[src/design/assert_macros.svh]
// ----------------------------------------------------------------------------
// assert_macros.svh
// concurrent assertion macros, used by jse_serialize
// ----------------------------------------------------------------------------
`ifndef ASSERT_MACROS_SVH
`define ASSERT_MACROS_SVH

// property must hold at every rising edge outside reset
`define ASSERT_PROP(lbl, clk, rst_n, prop) \
	lbl: assert property (@(posedge clk) disable iff (!rst_n) (prop)) \
		else $error("assertion failed: property does not hold");

// expression must never be true outside reset
`define ASSERT_NEVER(lbl, clk, rst_n, expr) \
	lbl: assert property (@(posedge clk) disable iff (!rst_n) !(expr)) \
		else $error("assertion failed: forbidden condition seen");

`endif

[src/design/jse_pkg.sv]
// ----------------------------------------------------------------------------
// jse_pkg
// types, character codes and helpers shared by the json string escaper
// ----------------------------------------------------------------------------
package jse_pkg;

	typedef logic [7:0] byte_t;

	// longest escape run and the width of its length and index
	localparam int RUN_MAX   = 6;
	localparam int RUN_LEN_W = 3;

	typedef logic [RUN_LEN_W-1:0] run_len_t;

	localparam run_len_t RUN_PLAIN   = 3'd1;
	localparam run_len_t RUN_PAIR    = 3'd2;
	localparam run_len_t RUN_UNICODE = 3'd6;

	// characters used in escapes
	localparam byte_t CH_BACKSLASH = 8'h5C;
	localparam byte_t CH_QUOTE     = 8'h22;
	localparam byte_t CH_U         = 8'h75;
	localparam byte_t CH_ZERO      = 8'h30;
	localparam byte_t CH_LOWER_A   = 8'h61;
	localparam byte_t CH_B         = 8'h62;
	localparam byte_t CH_F         = 8'h66;
	localparam byte_t CH_N         = 8'h6E;
	localparam byte_t CH_R         = 8'h72;
	localparam byte_t CH_T         = 8'h74;

	// control codes with a short escape
	localparam byte_t CODE_BS  = 8'h08;
	localparam byte_t CODE_TAB = 8'h09;
	localparam byte_t CODE_LF  = 8'h0A;
	localparam byte_t CODE_FF  = 8'h0C;
	localparam byte_t CODE_CR  = 8'h0D;

	// highest control code
	localparam byte_t CTRL_MAX = 8'h1F;

	// nibble values from here on print as letters
	localparam logic [3:0] NIBBLE_DEC_LIMIT = 4'd10;

	typedef enum logic [1:0] {
		ESC_PLAIN,
		ESC_PAIR,
		ESC_UNICODE
	} esc_class_t;

	// stage 1 payload: raw byte classified
	typedef struct packed {
		byte_t      raw;
		logic       fin;
		esc_class_t cls;
		byte_t      esc_char;
	} cls_beat_t;

	// stage 2 payload: complete escape run
	typedef struct packed {
		logic [RUN_MAX-1:0][7:0] seq;
		run_len_t                len;
		logic                    fin;
	} run_beat_t;

	// lowercase hex digit for one nibble
	function automatic byte_t nibble_char(input logic [3:0] n);
		byte_t ext;
		ext = {4'h0, n};
		if (n < NIBBLE_DEC_LIMIT) begin
			return ext + CH_ZERO;
		end
		return ext - {4'h0, NIBBLE_DEC_LIMIT} + CH_LOWER_A;
	endfunction

endpackage

[src/design/jse_raw_if.sv]
// ----------------------------------------------------------------------------
// jse_raw_if
// channel of raw string bytes into the escaper
// ----------------------------------------------------------------------------
interface jse_raw_if;
	logic       valid;
	logic       ready;
	logic [7:0] in_byte;
	logic       string_end;

	modport source (output valid, output in_byte, output string_end, input ready);
	modport sink (input valid, input in_byte, input string_end, output ready);
endinterface

[src/design/jse_esc_if.sv]
// ----------------------------------------------------------------------------
// jse_esc_if
// channel of escaped text bytes out of the escaper
// ----------------------------------------------------------------------------
interface jse_esc_if;
	logic       valid;
	logic       ready;
	logic [7:0] out_byte;
	logic       run_last;
	logic       string_done;

	modport source (output valid, output out_byte, output run_last,
		output string_done, input ready);
	modport sink (input valid, input out_byte, input run_last,
		input string_done, output ready);
endinterface

[src/design/jse_classify.sv]
// ----------------------------------------------------------------------------
// jse_classify
// stage 1: registers each raw beat with its escape class and escape letter
// ----------------------------------------------------------------------------
module jse_classify import jse_pkg::*; (
	input  logic       clk,
	input  logic       arst_n,
	jse_raw_if.sink    raw,
	output logic       valid_s1,
	output cls_beat_t  beat_s1,
	input  logic       ready_s2
);

	cls_beat_t beat_d;

	// stage advances when empty or when stage 2 takes it
	assign raw.ready = !valid_s1 || ready_s2;

	// classify the raw byte
	always_comb begin
		beat_d.raw      = raw.in_byte;
		beat_d.fin      = raw.string_end;
		beat_d.cls      = ESC_PLAIN;
		beat_d.esc_char = raw.in_byte;
		unique case (raw.in_byte)
			CH_QUOTE, CH_BACKSLASH: begin
				beat_d.cls = ESC_PAIR;
			end
			CODE_BS: begin
				beat_d.cls      = ESC_PAIR;
				beat_d.esc_char = CH_B;
			end
			CODE_FF: begin
				beat_d.cls      = ESC_PAIR;
				beat_d.esc_char = CH_F;
			end
			CODE_LF: begin
				beat_d.cls      = ESC_PAIR;
				beat_d.esc_char = CH_N;
			end
			CODE_CR: begin
				beat_d.cls      = ESC_PAIR;
				beat_d.esc_char = CH_R;
			end
			CODE_TAB: begin
				beat_d.cls      = ESC_PAIR;
				beat_d.esc_char = CH_T;
			end
			default: begin
				if (raw.in_byte <= CTRL_MAX) begin
					beat_d.cls = ESC_UNICODE;
				end
			end
		endcase
	end

	// stage 1 valid
	always_ff @(posedge clk or negedge arst_n) begin
		if (!arst_n) begin
			valid_s1 <= 1'b0;
		end else if (raw.ready) begin
			valid_s1 <= raw.valid;
		end
	end

	// stage 1 payload
	always_ff @(posedge clk) begin
		if (raw.valid && raw.ready) begin
			beat_s1 <= beat_d;
		end
	end

endmodule

[src/design/jse_expand.sv]
// ----------------------------------------------------------------------------
// jse_expand
// stage 2: builds the full escape run and its length from the class
// ----------------------------------------------------------------------------
module jse_expand import jse_pkg::*; (
	input  logic       clk,
	input  logic       arst_n,
	input  logic       valid_s1,
	input  cls_beat_t  beat_s1,
	output logic       ready_s2,
	output logic       valid_s2,
	output run_beat_t  beat_s2,
	input  logic       ready_s3
);

	run_beat_t beat_d;

	assign ready_s2 = !valid_s2 || ready_s3;

	// lay out the run bytes
	always_comb begin
		beat_d.seq = '0;
		beat_d.fin = beat_s1.fin;
		beat_d.len = RUN_PLAIN;
		unique case (beat_s1.cls)
			ESC_PLAIN: begin
				beat_d.seq[0] = beat_s1.raw;
				beat_d.len    = RUN_PLAIN;
			end
			ESC_PAIR: begin
				beat_d.seq[0] = CH_BACKSLASH;
				beat_d.seq[1] = beat_s1.esc_char;
				beat_d.len    = RUN_PAIR;
			end
			ESC_UNICODE: begin
				beat_d.seq[0] = CH_BACKSLASH;
				beat_d.seq[1] = CH_U;
				beat_d.seq[2] = CH_ZERO;
				beat_d.seq[3] = CH_ZERO;
				beat_d.seq[4] = nibble_char(beat_s1.raw[7:4]);
				beat_d.seq[5] = nibble_char(beat_s1.raw[3:0]);
				beat_d.len    = RUN_UNICODE;
			end
			default: begin
				beat_d.seq[0] = beat_s1.raw;
				beat_d.len    = RUN_PLAIN;
			end
		endcase
	end

	// stage 2 valid
	always_ff @(posedge clk or negedge arst_n) begin
		if (!arst_n) begin
			valid_s2 <= 1'b0;
		end else if (ready_s2) begin
			valid_s2 <= valid_s1;
		end
	end

	// stage 2 payload
	always_ff @(posedge clk) begin
		if (valid_s1 && ready_s2) begin
			beat_s2 <= beat_d;
		end
	end

endmodule

[src/design/jse_serialize.sv]
// ----------------------------------------------------------------------------
// jse_serialize
// stage 3 holds one run and walks it; output register drives the text beats
// ----------------------------------------------------------------------------
`include "assert_macros.svh"

module jse_serialize import jse_pkg::*; (
	input  logic       clk,
	input  logic       arst_n,
	input  logic       valid_s2,
	input  run_beat_t  beat_s2,
	output logic       ready_s3,
	jse_esc_if.source  esc
);

	logic       valid_s3;
	run_beat_t  beat_s3;
	run_len_t   idx_q;
	logic       out_valid_q;
	byte_t      out_byte_q;
	logic       run_last_q;
	logic       string_done_q;
	logic       last_byte;
	logic       out_load;

	// current byte is the end of the held run
	assign last_byte = (idx_q == (beat_s3.len - RUN_PLAIN));
	assign out_load  = valid_s3 && (!out_valid_q || esc.ready);
	assign ready_s3  = !valid_s3 || (out_load && last_byte);

	// run hold and byte index
	always_ff @(posedge clk or negedge arst_n) begin
		if (!arst_n) begin
			valid_s3 <= 1'b0;
			idx_q    <= '0;
		end else if (ready_s3) begin
			valid_s3 <= valid_s2;
			idx_q    <= '0;
		end else if (out_load) begin
			idx_q <= idx_q + RUN_PLAIN;
		end
	end

	always_ff @(posedge clk) begin
		if (valid_s2 && ready_s3) begin
			beat_s3 <= beat_s2;
		end
	end

	// output register valid
	always_ff @(posedge clk or negedge arst_n) begin
		if (!arst_n) begin
			out_valid_q <= 1'b0;
		end else if (out_load) begin
			out_valid_q <= 1'b1;
		end else if (esc.ready) begin
			out_valid_q <= 1'b0;
		end
	end

	// output register payload
	always_ff @(posedge clk) begin
		if (out_load) begin
			out_byte_q    <= beat_s3.seq[idx_q];
			run_last_q    <= last_byte;
			string_done_q <= last_byte && beat_s3.fin;
		end
	end

	assign esc.valid       = out_valid_q;
	assign esc.out_byte    = out_byte_q;
	assign esc.run_last    = run_last_q;
	assign esc.string_done = string_done_q;

	// index stays inside the held run
	`ASSERT_PROP(a_idx_in_run, clk, arst_n, valid_s3 |-> (idx_q < beat_s3.len))
	// end of string only on the end of a run
	`ASSERT_PROP(a_done_on_last, clk, arst_n, (esc.valid && esc.string_done) |-> esc.run_last)
	// a run in progress keeps the output fed
	`ASSERT_PROP(a_run_continues, clk, arst_n,
		(esc.valid && esc.ready && !esc.run_last) |=> esc.valid)
	// index only moves off zero while a run is held
	`ASSERT_NEVER(a_idx_without_run, clk, arst_n, !valid_s3 && (idx_q != '0))

endmodule

[src/design/json_string_escaper_top.sv]
// ----------------------------------------------------------------------------
// json_string_escaper_top
// raw beats pass the s1, s2, s3 and output registers on the way to the text
// throughput: one raw beat per cycle with plain bytes and esc.ready held high
// an escaped byte holds the run serializer for its 2 or 6 text beats
// reset: arst_n clears all valid bits at once; pipeline comes up empty
// ----------------------------------------------------------------------------
module json_string_escaper_top import jse_pkg::*; (
	input  logic       clk,
	input  logic       arst_n,
	jse_raw_if.sink    raw,
	jse_esc_if.source  esc
);

	logic      valid_s1;
	cls_beat_t beat_s1;
	logic      ready_s2;
	logic      valid_s2;
	run_beat_t beat_s2;
	logic      ready_s3;

	// classify stage
	jse_classify u_classify (
		.clk      (clk),
		.arst_n   (arst_n),
		.raw      (raw),
		.valid_s1 (valid_s1),
		.beat_s1  (beat_s1),
		.ready_s2 (ready_s2)
	);

	// run build stage
	jse_expand u_expand (
		.clk      (clk),
		.arst_n   (arst_n),
		.valid_s1 (valid_s1),
		.beat_s1  (beat_s1),
		.ready_s2 (ready_s2),
		.valid_s2 (valid_s2),
		.beat_s2  (beat_s2),
		.ready_s3 (ready_s3)
	);

	// run walk and output register
	jse_serialize u_serialize (
		.clk      (clk),
		.arst_n   (arst_n),
		.valid_s2 (valid_s2),
		.beat_s2  (beat_s2),
		.ready_s3 (ready_s3),
		.esc      (esc)
	);

endmodule

[src/flat_wrapper.sv]
// flat-port wrapper written by rule: the top's interface ports become plain ports
module json_string_escaper_top_flat import jse_pkg::*;
  (clk, arst_n, raw_valid, raw_in_byte, raw_string_end, raw_ready, esc_valid, esc_out_byte, esc_run_last, esc_string_done, esc_ready);
  jse_raw_if raw_i ();
  jse_esc_if esc_i ();
  input  logic clk;
  input  logic arst_n;
  input wire logic [$bits(raw_i.valid)-1:0] raw_valid;
  input wire logic [$bits(raw_i.in_byte)-1:0] raw_in_byte;
  input wire logic [$bits(raw_i.string_end)-1:0] raw_string_end;
  output wire logic [$bits(raw_i.ready)-1:0] raw_ready;
  output wire logic [$bits(esc_i.valid)-1:0] esc_valid;
  output wire logic [$bits(esc_i.out_byte)-1:0] esc_out_byte;
  output wire logic [$bits(esc_i.run_last)-1:0] esc_run_last;
  output wire logic [$bits(esc_i.string_done)-1:0] esc_string_done;
  input wire logic [$bits(esc_i.ready)-1:0] esc_ready;
  assign raw_i.valid = raw_valid;
  assign raw_i.in_byte = raw_in_byte;
  assign raw_i.string_end = raw_string_end;
  assign raw_ready = raw_i.ready;
  assign esc_valid = esc_i.valid;
  assign esc_out_byte = esc_i.out_byte;
  assign esc_run_last = esc_i.run_last;
  assign esc_string_done = esc_i.string_done;
  assign esc_i.ready = esc_ready;
  json_string_escaper_top u_core (.clk(clk), .arst_n(arst_n), .raw(raw_i), .esc(esc_i));
endmodule
[config.mk]
export PLATFORM = sky130hd
export DESIGN_NAME = json_string_escaper_top_flat
export DESIGN_NICKNAME = d
export VERILOG_FILES = /design/src/design/jse_pkg.sv /design/src/design/jse_raw_if.sv /design/src/design/jse_esc_if.sv /design/src/design/jse_classify.sv /design/src/design/jse_expand.sv /design/src/design/jse_serialize.sv /design/src/design/json_string_escaper_top.sv /design/src/flat_wrapper.sv
export VERILOG_INCLUDE_DIRS = /design/src /design/src/design
export SDC_FILE = /design/constraint.sdc
export NUM_CORES = 1
export LEC_CHECK = 0
export BUFFER_PORTS_ARGS = -buffer_cell sky130_fd_sc_hd__buf_2
export CAP_MARGIN = 10
export CORE_MARGIN = 5
export CORE_UTILIZATION = 30
export CTS_BUF_LIST = sky130_fd_sc_hd__clkbuf_4 sky130_fd_sc_hd__clkbuf_8
export DETAILED_ROUTE_END_ITERATION = 8
export GPL_ROUTABILITY_DRIVEN = 0
export PLACE_DENSITY = 0.48
export SLEW_MARGIN = 20
export SYNTH_ARGS = -nofsm -noshare
export SYNTH_HDL_FRONTEND = slang
export SYNTH_SLANG_ARGS = --single-unit
[constraint.sdc]
create_clock -name clk -period 2.65 [get_ports clk]
set_input_delay 0.1325 -clock clk [delete_from_list [all_inputs] [get_ports clk]]
set_output_delay 0.1325 -clock clk [all_outputs]
set_load 0.005 [all_outputs]
# Word level (Yosys, flattened, before mapping)
# Cells that the tools add are included.
[word_totals]
reg_bits = 140
word_cells = 86
output_inout_bits = 12
in_bits = 13
[op_classes]
n_mux = 19
n_reduce_logical = 17
n_addsub = 8
n_lt_le_gt_ge = 4
eq_ne = 10
[ops]
columns = ["cell", "count"]
rows = [
  ["$eq A8 B4 Y1 const B", 5],
  ["$mux W8", 5],
  ["$pmux W8 S5", 1],
  ["$bmux W8 S3", 1],
  ["$pmux W11 S2", 1],
  ["$add A8 B7 Y8 const B", 2],
  ["$pmux W8 S2", 1],
  ["$add A4 B6 Y7 const B", 2],
  ["$mux W14", 1],
  ["$sub A4 B4 Y5 const B", 2],
  ["$eq A8 B6 Y1 const B", 1],
  ["$eq A8 B7 Y1 const B", 1],
  ["$le A8 B5 Y1 const B", 1],
  ["$lt A4 B4 Y1 const B", 2],
  ["$reduce_or A7 Y1", 1],
  ["$logic_and A1 B1 Y1", 6],
  ["$mux W1", 6],
  ["$mux W3", 2],
  ["$logic_not A1 Y1", 4],
  ["$logic_or A1 B1 Y1", 4],
  ["$lt A3 B4 Y1 const B", 1],
  ["$reduce_bool A2 Y1", 2],
  ["$add A3 B1 Y3 const B", 1],
  ["$eq A3 B3 Y1", 1],
  ["4 further kinds", 4],
]

# Logic depth before layout (Yosys ltp)
# Gate-level depths: netlist of run 1.
[depth]
word_depth = 8
ltp_mapped = 7
depth_no_buf = 7

# Hierarchy
# A second synthesis of run 1 with hierarchy kept.
[unflattened]
cells_unflattened = 328
area_unflattened_um2 = 5134.9
[by_module_without_submodules]
columns = ["mod", "n_inst", "cells_each", "seq_area_each_um2", "area_each_um2"]
rows = [
  ["jse_serialize", 1, 136, 1986.9, 2615.0],
  ["jse_expand", 1, 139, 1046.0, 1735.4],
  ["jse_classify", 1, 53, 595.6, 784.5],
]

# Least setup slack after synthesis of run 1
# No wires, ideal clock.
[synth_path]
path_kind = "reg2reg"
start = "reg u_core.u_serialize.beat_s3[1] in the netlist's numbering"
end = "reg u_core.u_serialize.beat_s3[0] in the netlist's numbering (enable)"
setup_ns = 0.394
period_less_slack_ns = 2.636
slack_ns = 0.014
path_stages_with_launch = 7
required_time_ns = 2.256
n_path_buf = 0
arrival_ns = 2.242
path_cell_list = "edfxtp_1 inv_1 ha_1 xor3_1 nor3_4 a21bo_2 and2_1"
[synth_via]
elab_chain_len = 5
[synth_lines]
columns = ["item", "line", "rtl"]
rows = [
  ["start: declaration", "jse_serialize.sv:17", "run_beat_t beat_s3;"],
  ["start signal: assignment", "jse_serialize.sv:46", "beat_s3 <= beat_s2;"],
  ["$sub A3 B1 Y3", "jse_serialize.sv:27", "assign last_byte = (idx_q == (beat_s3.len - RUN_PLAIN));"],
  ["$eq A3 B3 Y1", "jse_serialize.sv:27", ""],
  ["via u_core.u_serialize.last_byte", "jse_serialize.sv:23", "logic last_byte;"],
  ["$logic_and A1 B1 Y1", "jse_serialize.sv:29", "assign ready_s3 = !valid_s3 || (out_load && last_byte);"],
  ["$logic_or A1 B1 Y1", "jse_serialize.sv:29", ""],
  ["$logic_and A1 B1 Y1", "jse_serialize.sv:45", "if (valid_s2 && ready_s3) begin"],
]
# The timed path passes the listed nets, and every way through them passes these cells.
# A chain may end at the register's enable or synchronous reset.

# Worst setup path in the final report of run 1
[layout_path]
start = "reg u_core.u_serialize.beat_s3[1] in the netlist's numbering"
end = "reg u_core.u_serialize.beat_s3[45] in the netlist's numbering (enable)"
# Same word-level chain as after synthesis.

==> flow_summary_export.csv, run 1 <==
group,metric,value,unit
outcome,run_status,"finished clean",
setup_path,worst_setup_path_startpoint,"u_core.u_serialize.beat_s3[1]$_DFFE_PP_",
timing,setup_violations,0,
timing,finalWorstSetupSlack,340,ps
setup_path,crit_path_start_kind,"flop",
layout,layout.nets,329,
floorplanning,die_extent_in_x,129,um
setup_path,critPathMaxStageDelay,440,ps
setup_path,number_of_buffer_and_inverter_instances_along_the_worst_setup_path,2,
layout,post_route_cells_drive_above_1_share,16.5,%
synth,synth_top_area_cell,"sky130_fd_sc_hd__edfxtp_1",
pwr,share_of_total_power_consumed_by_net_switching,26.6,%
pwr,p_int,3320,uW
global_routing,number_of_global_route_vias_before_repair,2076,
routing,post_drt_wl_per_cell,14.2,um
setup_path,worst-setup-path-type,"flop to flop",
floorplanning,core_area,13900,um^2
setup_path,cp_cell_sequence,"inv_1 -> ha_1 -> xor3_1 -> nor3_4 -> a21bo_2 -> and2_1 -> buf_12",
clock_tree,cts_tree,"built",
setup_path,worst-path-max-fanout,34,
synth,postSynthNetCount,295,
timing,skew,10.0,ps
synth,postSynthAreaPerCell,15.8,um^2
timing,worst-slew-pin-transition,452,ps
global_routing,wire_length_of_the_first_global_routing_pass,11.4,mm
timing,timing.final.hold_violations,0,
timing,max_clock_freq,0.433,GHz
synth,ys_seq_area_share,72.6,%
setup_path,worstSetupPathDepth,7,
placed_design,dp.cells,469,
placed_design,placement.io_buffers,24,
global_routing,grt_start_max_net_pins,35,
global_routing,grt_use_total,8.96,%
pwr,static-leakage-power,0.00174,uW
setup_path,worst-r2r-cell-count,7,
worst_hold_path,hold_crit_class,"primary input to flop",
synth,yosysUniqueCellTypes,37,
synth,synth.area.top_cells,"sky130_fd_sc_hd__edfxtp_1, sky130_fd_sc_hd__dfrtp_1, sky130_fd_sc_hd__ha_1, sky130_fd_sc_hd__mux4_2, sky130_fd_sc_hd__mux2i_1",
routing,detail_route.wirelength,6.96,mm
setup_path,worstSetupEndpointType,"flop",
routing,via_count,2062,
clock_tree,post_cts_hold_buffer_count,4,
setup_path,worstPathRequired,2700,ps
global_routing,grt_antenna_before_repair,0,
routing,remaining_drcs,0,
routing,ratio_of_routed_vias_to_standard_cells,4.22,
layout,final_layout_fill_cell_count,1345,
timing,setup_total_negative_slack,0,ps
pwr,max-vdd-ir-drop,0.320,mV
setup_path,timing.critical_path.slowest_stage_cell,"sky130_fd_sc_hd__xor3_1",
timing,rsz0062_at_grt,"no",
global_routing,gr-total-overflow,0,
clock_tree,clk_root_buffer_cell,"sky130_fd_sc_hd__clkbuf_8",
pwr,p_sw,1200,uW
job,drv_cap,0,
layout,post-route-cell-area,4890,um^2
clock_tree,clockBufferDepth,2,
setup_path,family_with_the_most_delay_on_the_worst_path,"simple AND/OR/NAND/NOR gates",
timing,maxSlewHeadroom,69.8,%
timing,final-max-slew-violation-count,0,
placed_design,place_worst_setup_slack,357,ps
floorplanning,floorplan.io_pins,25,
pwr,power.density_cell_area,925,nW/um^2
routing,ant_nets,0,
routing,detail_route.first_pass.iterations,4,
layout,final_cells,489,
layout,leading_cell_types_in_the_layout_fill_and_taps_excluded,"sky130_fd_sc_hd__edfxtp_1, sky130_fd_sc_hd__buf_2, sky130_fd_sc_hd__nor2_1, sky130_fd_sc_hd__inv_1, sky130_fd_sc_hd__a21oi_1",
synth,postSynthRegisterBits,104,
clock_tree,clk_latency,350,ps
setup_path,worstSetupEndpoint,"u_core.u_serialize.beat_s3[45]$_DFFE_PP_",
clock_tree,clock_tree.htree_level_count,3,
placed_design,placed_cell_area,4610,um^2
clock_tree,post_cts.repair.setup_buffers,0,
pwr,pwr-share-comb,21.5,%
setup_path,wp_data_arrival,2360,ps
synth,syn-cell-area,4250,um^2
timing,period_share,87.2,%
setup_path,worst-r2r-setup-slack,340,ps
layout,diodes,0,
timing,period_needed,2310,ps
floorplanning,dieArea,16700,um^2
pwr,finalPower,4520,uW
setup_path,critical_path.reg2reg.startpoint,"u_core.u_serialize.beat_s3[1]$_DFFE_PP_",
synth,post-synth-top-area-fraction,68.5,%
layout,mostFrequentLayoutCell,"sky130_fd_sc_hd__edfxtp_1",
clock_tree,clock-sinks,104,
synth,synthesis.yosys.warnings,0,
setup_path,r2r_end,"u_core.u_serialize.beat_s3[45]$_DFFE_PP_",
placed_design,post-dp-hpwl,4.97,mm
floorplanning,placementRows,43,
floorplanning,starting_density,30.6,%
clock_tree,ctsResizeCount,0,
layout,syn_to_final_growth,14.9,%
floorplanning,floorplan.die.height,129,um
clock_tree,number_of_clock_buffers_inserted_by_tritoncts,9,
pwr,clockPowerShare,25.0,%
pwr,p_seq_share,53.4,%
clock_tree,clk_pin_slew,90,ps
synth,post_synth_inst_count,270,
routing,initialDrtViolationCount,139,
[cell usage after synthesis, drive strengths merged]
cell	instances
nand2b	7
xor3	1
o21a	2
or4	1
nor4b	1
mux2i	9
o22ai	4
or2	4
nand2	9
nand3b	5
nor3b	1
clkbuf	7
o21bai	2
xor2	5
nor2	19
a21oi	13
nand4	1
a21bo	1
and2	11
a211oi	2
o22a	1
edfxtp	97
nand3	4
mux4	5
o21ai	2
xnor2	6
a31oi	2
ha	12
a21o	2
nor3	3
buf	2
dfrtp	7
inv	13
nor2b	9
[kinds of logic after synthesis]
logic type	count (synthesis)	share of synthesized area, %
compound gates	31	4.50
xor+xnor	12	2.82
fa+ha+maj	12	3.53
buf+inv	22	2.06
flops	104	72.6
mux	14	4.77
simple gates	75	9.71
[worst min-delay path by stage]
stage                    from                                       to  slack [ps]  cells after the start
6_report       raw_in_byte[7]   u_core.u_classify.beat_s1[7]$_DFFE_PP_          30                      1
5_1_grt        raw_in_byte[4]  u_core.u_classify.beat_s1[15]$_DFFE_PP_          10                      1
4_1_cts        raw_in_byte[4]  u_core.u_classify.beat_s1[15]$_DFFE_PP_          10                      1
3_5_place_dp           arst_n  u_core.u_serialize.idx_q[1]$_DFFE_PN0P_         -30                      1
3_3_place_gp           arst_n  u_core.u_serialize.idx_q[1]$_DFFE_PN0P_         -20                      1
2_1_floorplan          arst_n   u_core.u_classify.valid_s1$_DFFE_PN0P_        -160                      0
[stage by stage]
stage               hold slack [ps]  util [%]
global route                   11.2      35.2
detailed placement            -25.0      33.2
finish                         29.3      35.2
floorplan                      -163         -
global placement              -24.8      33.2
CTS                            11.8      35.2
[state kept, by name, indices dropped and copies added (netlist names)]
name	cells
u_core.u_serialize.valid_s3	1
u_core.u_expand.valid_s2	1
u_core.u_serialize.esc.valid	1
u_core.u_classify.valid_s1	1
u_core.u_serialize.esc.string_done	1
u_core.u_serialize.idx_q	3
u_core.u_classify.beat_s1	19
u_core.u_expand.beat_s2	34
u_core.u_serialize.esc.run_last	1
u_core.u_serialize.esc.out_byte	8
u_core.u_serialize.beat_s3	34
[worst register-to-register path, stage by stage (launching register included)]
cell and delay (ps):
sky130_fd_sc_hd__edfxtp_1 420, sky130_fd_sc_hd__inv_1 90, sky130_fd_sc_hd__ha_1 140, sky130_fd_sc_hd__xor3_1 440
sky130_fd_sc_hd__nor3_4 270, sky130_fd_sc_hd__a21bo_2 230, sky130_fd_sc_hd__and2_1 180, sky130_fd_sc_hd__buf_12 210
[layer usage]
| metal | up-vias | global-route usage (%) | part of all wire (%) |
|---|---|---|---|
| met3 | 9 | 1.77 | 3.0 |
| met2 | 29 | 12.6 | 43 |
| li1 | 1057 | - | - |
| met4 | 0 | 4.63 | 1.9 |
| met1 | 967 | 13.2 | 52 |
| met5 | - | 0 | 0 |
[layout make-up]
| type | instances | area (um^2) | area share [%] |
|---|---|---|---|
| clock buffer | 9 | 124 | 2.53 |
| clock inverter | 7 | 110 | 2.25 |
| inverter | 13 | 48.8 | 0.998 |
| multi-input combinational | 144 | 1080 | 22.0 |
| sequential | 104 | 3090 | 63.2 |
| tap | 180 | 225 | 4.61 |
| timing repair buffer | 32 | 215 | 4.40 |
[power by group through the flow]
stage / Sequential, uW / Combinational, uW / Clock [uW]
detailed placement: 2470 / 995 / 0
global placement: 2460 / 987 / 0
floorplan: 2390 / 726 / 0
CTS: 2430 / 1000 / 1160
global route: 2460 / 1090 / 1240
finish: 2420 / 974 / 1130
(Power assumes the default switching activity.)
==> run 2: changes to the inputs <==
Settings changed: ABC_AREA set to 1, CTS_CLUSTER_DIAMETER set to 200, PLACE_DENSITY 0.48 to 0.53.
==> flow_summary_export.csv, run 2 <==
group,metric,value,unit
outcome,run_status,"finished clean",
synth,postSynthNetCount,378,
clock_tree,clock_tree.htree_level_count,3,
timing,max_clock_freq,0.469,GHz
clock_tree,number_of_clock_buffers_inserted_by_tritoncts,9,
timing,final-max-slew-violation-count,0,
synth,synthesis.yosys.warnings,0,
setup_path,worst-setup-path-type,"flop to flop",
synth,ys_top_cells_by_count,"sky130_fd_sc_hd__edfxtp_1, sky130_fd_sc_hd__nand2_1, sky130_fd_sc_hd__inv_1",
synth,synth-edff-count,97,
timing,rsz0062_at_grt,"no",
floorplanning,die_extent_in_x,131,um
floorplanning,core_area,14400,um^2
placed_design,placement.io_buffers,24,
synth,yosysUniqueCellTypes,37,
floorplanning,floorplan.io_pins,25,
timing,setup_total_negative_slack,0,ps
synth,synth.area.top_cells,"sky130_fd_sc_hd__edfxtp_1, sky130_fd_sc_hd__nand2_1, sky130_fd_sc_hd__inv_1, sky130_fd_sc_hd__dfrtp_1, sky130_fd_sc_hd__ha_1",
worst_hold_path,hold_crit_class,"primary input to flop",
layout,final_layout_fill_cell_count,1428,
layout,syn_to_final_growth,14.1,%
timing,period_share,80.5,%
synth,synthMostInstantiatedCell,"sky130_fd_sc_hd__edfxtp_1",
layout,layout.nets,416,
floorplanning,placementRows,44,
clock_tree,cts_tree,"built",
timing,maxSlewHeadroom,60.6,%
worst_hold_path,hp-start,"raw_in_byte[5]",
layout,seq_area,3090,um^2
timing,timing.final.hold_violations,0,
setup_path,worst_setup_path_startpoint,"u_core.u_serialize.idx_q[0]$_DFFE_PN0P_",
floorplanning,floorplan.die.height,131,um
floorplanning,dieArea,17100,um^2
routing,detail_route.wirelength,7.18,mm
routing,detail_route.first_pass.iterations,5,
setup_path,crit_path_start_kind,"flop",
job,drv_cap,0,
clock_tree,clk_latency,360,ps
layout,mostFrequentLayoutCell,"sky130_fd_sc_hd__edfxtp_1",
timing,setup_violations,0,
global_routing,grt_start_max_net_pins,35,
synth,post_synth_inst_count,353,
pwr,finalPower,4050,uW
routing,post_drt_wl_per_cell,12.4,um
setup_path,wp_data_arrival,2150,ps
synth,dominantRegCellSynth,"sky130_fd_sc_hd__edfxtp_1",
global_routing,gr-total-overflow,0,
clock_tree,clk_pin_slew,100,ps
global_routing,grt_use_total,8.99,%
pwr,power.density_cell_area,813,nW/um^2
routing,ratio_of_routed_vias_to_standard_cells,4.16,
routing,initialDrtViolationCount,269,
timing,period_needed,2130,ps
timing,skew,19.4,ps
layout,diodes,0,
synth,postSynthRegisterBits,104,
synth,synth_top_area_cell,"sky130_fd_sc_hd__edfxtp_1",
layout,post_route_cells_drive_above_1_share,15.9,%
layout,leading_cell_types_in_the_layout_fill_and_taps_excluded,"sky130_fd_sc_hd__edfxtp_1, sky130_fd_sc_hd__nand2_1, sky130_fd_sc_hd__inv_1, sky130_fd_sc_hd__nor2_1",
routing,via_count,2413,
clock_tree,clock-sinks,104,
setup_path,worstSetupEndpointType,"flop",
floorplanning,starting_density,30.3,%
setup_path,worstPathRequired,2660,ps
routing,ant_nets,0,
synth,ys_seq_area_share,70.7,%
setup_path,worst-path-max-fanout,34,
placed_design,post-dp-hpwl,5.34,mm
placed_design,dp.cells,557,
layout,multi_input_comb_area,1020,um^2
synth,postSynthAreaPerCell,12.4,um^2
clock_tree,clk_root_buffer_cell,"sky130_fd_sc_hd__clkbuf_8",
global_routing,grt_antenna_before_repair,0,
synth,syn-cell-area,4370,um^2
synth,async_flop_share,6.73,%
synth,post-synth-top-area-fraction,66.6,%
timing,worst-slew-pin-transition,592,ps
global_routing,number_of_global_route_vias_before_repair,2374,
layout,final_cells,580,
pwr,max-vdd-ir-drop,0.260,mV
global_routing,wire_length_of_the_first_global_routing_pass,12.1,mm
pwr,static-leakage-power,0.00201,uW
clock_tree,clockBufferDepth,2,
setup_path,critical_path.reg2reg.startpoint,"u_core.u_serialize.idx_q[0]$_DFFE_PN0P_",
layout,reg_top3,"u_core.u_expand.beat_s2 (34), u_core.u_serialize.beat_s3 (34), u_core.u_classify.beat_s1 (19)",
routing,remaining_drcs,0,
-- run 2: changes by cell type after synthesis, moves of 11 or more --
cell                      before  now
sky130_fd_sc_hd__inv_1        13   49
sky130_fd_sc_hd__and2_1       11    0
sky130_fd_sc_hd__o21ai_0       2   24
sky130_fd_sc_hd__nor2_1       19   39
sky130_fd_sc_hd__nand2_1       9   51
-- run 2: layout make-up --
| type | instances | area share (%) |
|---|---|---|
| Inverter | 54 | 4.22 |
| Multi-Input combinational cell | 187 | 20.6 |
| Clock buffer | 11 | 2.91 |
| Sequential cell | 104 | 61.9 |
| Clock inverter | 5 | 1.08 |
| Tap cell | 184 | 4.62 |
| Timing Repair Buffer | 35 | 4.67 |
-- run 2: worst paths after layout --
path	depth (start not counted)	endpoint	slack, ps
max	7	u_core.u_serialize.beat_s3[50]$_DFFE_PP_	520
min	1	u_core.u_classify.beat_s1[16]$_DFFE_PP_	10
max reg2reg	7	u_core.u_serialize.beat_s3[50]$_DFFE_PP_	520
min reg2reg	0	u_core.u_serialize.beat_s3[6]$_DFFE_PP_	400
max in group asynchronous	2	u_core.u_serialize.idx_q[0]$_DFFE_PN0P_	2380
min in group asynchronous	2	u_core.u_serialize.idx_q[2]$_DFFE_PN0P_	120
-- run 2: cells by family after synthesis --
kind of cell | after synthesis | share of synthesized area (%)
buffers and inverters | 62 | 5.98
XOR/XNOR | 5 | 1.00
AND/OR/NAND/NOR | 119 | 12.3
AO/OA/AOI/OAI | 51 | 6.58
flip-flops | 104 | 70.7
adder cells (fa/ha/maj) | 12 | 3.44
-- run 2: repair_timing --
item	in CTS	in global routing
hold buffers	7	0
resized for setup	0	0
buffers inserted	0	0
hold endpoints to repair	13	0
-- run 2: report_power, final --
part	internal [uW]	leakage (uW)	switching, uW
clock network	474	0.000108	515
registers	2140	0.000971	145
logic	289	0.000929	494
total	2900	0.00201	1150
-- run 2: per-layer routing --
| metal | track usage (%) | wire (um) | vias up |
|---|---|---|---|
| met5 | 0 | 0 | - |
| met4 | 3.57 | 159 | 0 |
| met3 | 1.79 | 257 | 12 |
| met2 | 13.4 | 3130 | 51 |
| met1 | 12.9 | 3640 | 1080 |
| li1 | - | - | 1270 |
-- run 2: worst max-delay path, cell delays in order (launching register included) --
cell                      delay (ps)
sky130_fd_sc_hd__dfrtp_1         730
sky130_fd_sc_hd__inv_6           140
sky130_fd_sc_hd__nand2_4         120
sky130_fd_sc_hd__nand2_4          50
sky130_fd_sc_hd__nor2_4          130
sky130_fd_sc_hd__nand3_4         100
sky130_fd_sc_hd__a21oi_2         120
sky130_fd_sc_hd__buf_4           380
-- run 2: stage by stage --
stage	hold WS, ps	area [um^2]	utilization [%]	setup WS, ps
after floorplan	-163	4370	-	148
after global placement	-21.8	4720	32.7	597
after detailed placement	-22.5	4720	32.7	542
after CTS	7.55	4980	34.6	511
after global routing	0.551	4980	34.6	348
final	14.8	4980	34.6	517
==> run 3: changes to the inputs <==
Clock period 2.65 ns to 1.96 ns, I/O delays scaled along.
==> flow_summary_export.csv, run 3 (synthesized netlist as in run 2, its figures left out) <==
group,metric,value,unit
floorplanning,die_extent_in_x,131,um
pwr,static-leakage-power,0.00201,uW
setup_path,timing.critical_path.mode_cell,"sky130_fd_sc_hd__inv_2",
clock_tree,cts_tree,"built",
global_routing,wire_length_of_the_first_global_routing_pass,12.4,mm
pwr,power.density_cell_area,1070,nW/um^2
global_routing,gr-total-overflow,0,
pwr,max-vdd-ir-drop,0.448,mV
global_routing,number_of_global_route_vias_before_repair,2456,
floorplanning,starting_density,30.3,%
setup_path,critical_path.reg2reg.startpoint,"u_core.u_serialize.beat_s3[1]$_DFFE_PP_",
global_routing,grt_use_total,9.18,%
routing,met3WireLength,204,um
layout,final_layout_fill_cell_count,1420,
global_routing,grt_start_max_net_pins,35,
routing,initialDrtViolationCount,239,
setup_path,worst-r2r-setup-slack,100,ps
routing,detail_route.wirelength,7.32,mm
clock_tree,clk_root_buffer_cell,"sky130_fd_sc_hd__clkbuf_8",
routing,top_layer,"met4",
timing,final-max-slew-violation-count,0,
clock_tree,clockBufferDepth,2,
timing,setup_total_negative_slack,0,ps
layout,reg_top3,"u_core.u_expand.beat_s2 (34), u_core.u_serialize.beat_s3 (34), u_core.u_classify.beat_s1 (19)",
layout,syn_to_final_growth,16.4,%
layout,diodes,0,
timing,max_clock_freq,0.539,GHz
outcome,run_status,"finished clean",
worst_hold_path,min_delay_path_depth,4,
clock_tree,clk_pin_slew,100,ps
placed_design,post-dp-hpwl,5.42,mm
timing,holdWs,67.7,ps
layout,post_route_cells_drive_above_1_share,17.4,%
timing,finalWorstSetupSlack,104,ps
setup_path,cp_cell_sequence,"inv_2 -> ha_4 -> inv_2 -> nand2_1 -> nand2_2 -> nor2_4 -> nand3_4 -> nand2_4 -> o21ai_4 -> clkinvlp_4 -> buf_12",
routing,ratio_of_routed_vias_to_standard_cells,4.20,
global_routing,grt_antenna_before_repair,0,
setup_path,timing.critical_path.slowest_stage_cell,"sky130_fd_sc_hd__edfxtp_1",
layout,leading_cell_types_in_the_layout_fill_and_taps_excluded,"sky130_fd_sc_hd__edfxtp_1, sky130_fd_sc_hd__nand2_1, sky130_fd_sc_hd__inv_1, sky130_fd_sc_hd__nor2_1",
timing,maxSlewHeadroom,75.4,%
setup_path,worst-setup-path-type,"flop to flop",
setup_path,critPathMaxStageDelay,380,ps
timing,rsz0062_at_grt,"no",
job,drv_cap,0,
floorplanning,dieArea,17100,um^2
floorplanning,floorplan.io_pins,25,
routing,via_count,2463,
clock_tree,clk_latency,350,ps
pwr,finalPower,5460,uW
worst_hold_path,whs_endpoint,"u_core.u_serialize.esc.valid$_DFFE_PN0P_",
layout,mostFrequentLayoutCell,"sky130_fd_sc_hd__edfxtp_1",
routing,met2_length,3.35,mm
setup_path,crit_path_start_kind,"flop",
placed_design,placement.io_buffers,24,
floorplanning,core_area,14400,um^2
setup_path,r2r_end,"u_core.u_expand.beat_s2[17]$_DFFE_PP_",
clock_tree,number_of_clock_buffers_inserted_by_tritoncts,9,
setup_path,worstPathRequired,2010,ps
timing,skew,10.3,ps
routing,detail_route.first_pass.iterations,4,
setup_path,worst-r2r-cell-count,11,
timing,setup_violations,0,
routing,remaining_drcs,0,
setup_path,worstSetupEndpointType,"flop",
floorplanning,placementRows,44,
timing,period_needed,1860,ps
worst_hold_path,hold_crit_class,"primary input to flop",
timing,timing.final.hold_violations,0,
placed_design,place_worst_setup_slack,108,ps
layout,layout.nets,422,
setup_path,worst-path-max-fanout,34,
routing,drt-met1-wl,3.67,mm
clock_tree,clock_tree.htree_level_count,3,
timing,period_share,94.7,%
clock_tree,clock-sinks,104,
setup_path,wp_data_arrival,1910,ps
clock_tree,ctsResizeCount,0,
routing,post_drt_wl_per_cell,12.5,um
timing,worst-slew-pin-transition,369,ps
routing,ant_nets,0,
worst_hold_path,hp-start,"esc_ready",
floorplanning,floorplan.die.height,131,um
## run 3: worst max path at each step
stage	start	endpoint	slack (ps)	depth (start not counted)
floorplan	u_core.u_serialize.beat_s3[1]$_DFFE_PP_	u_core.u_expand.beat_s2[0]$_DFFE_PP_	-100	10
detailed placement	u_core.u_serialize.beat_s3[1]$_DFFE_PP_	u_core.u_expand.beat_s2[38]$_SDFFCE_PN0P_	110	10
global route	u_core.u_classify.beat_s1[12]$_DFFE_PP_	u_core.u_expand.beat_s2[48]$_SDFFCE_PN0P_	5	9
global placement	u_core.u_serialize.beat_s3[1]$_DFFE_PP_	u_core.u_expand.beat_s2[41]$_SDFFCE_PN0P_	160	10
finish	u_core.u_serialize.beat_s3[1]$_DFFE_PP_	u_core.u_expand.beat_s2[17]$_DFFE_PP_	100	11
CTS	u_core.u_serialize.beat_s3[1]$_DFFE_PP_	u_core.u_expand.beat_s2[46]$_SDFFCE_PN0P_	90	11
## run 3: per-layer routing
metal  GRT usage (%)  up-vias
met3            1.26        6
met1            13.1     1139
met4            3.51        0
li1                -     1283
met2            14.2       35
met5               0        -
## run 3: through the flow
stage	util (%)	cell area, um^2	std cells
after floorplan	-	4420	353
after global placement	33.3	4800	559
after detailed placement	33.3	4800	559
after CTS	35.3	5090	586
after global routing	35.3	5090	586
final	35.3	5090	586
## run 3: what timing repair did
action	CTS	global route
buffers inserted	0	0
hold buffers	11	0
hold endpoints to repair	18	0
## run 3: final cells by class
type | instances | area [um^2] | share of cell area (%)
inverter | 54 | 214 | 4.21
multi-input combinational | 187 | 1060 | 20.9
tap | 184 | 230 | 4.53
sequential | 104 | 3090 | 60.7
clock buffer | 9 | 124 | 2.44
timing repair buffer | 41 | 313 | 6.15
clock inverter | 7 | 53.8 | 1.06
## run 3: critical path: cells and delay by family (launching register included)
family / cells / cell delay [ps]
and+or+nand+nor: 5 / 460
DFF: 1 / 380
buffers and inverters: 4 / 380
adders and majority gates: 1 / 270
AOI/OAI and AO/OA: 1 / 70
## run 3: where the power goes
group,total (uW),internal [uW],switching [uW]
sequential,3060,2890,168
clock,1220,474,749
combinational,1180,447,728
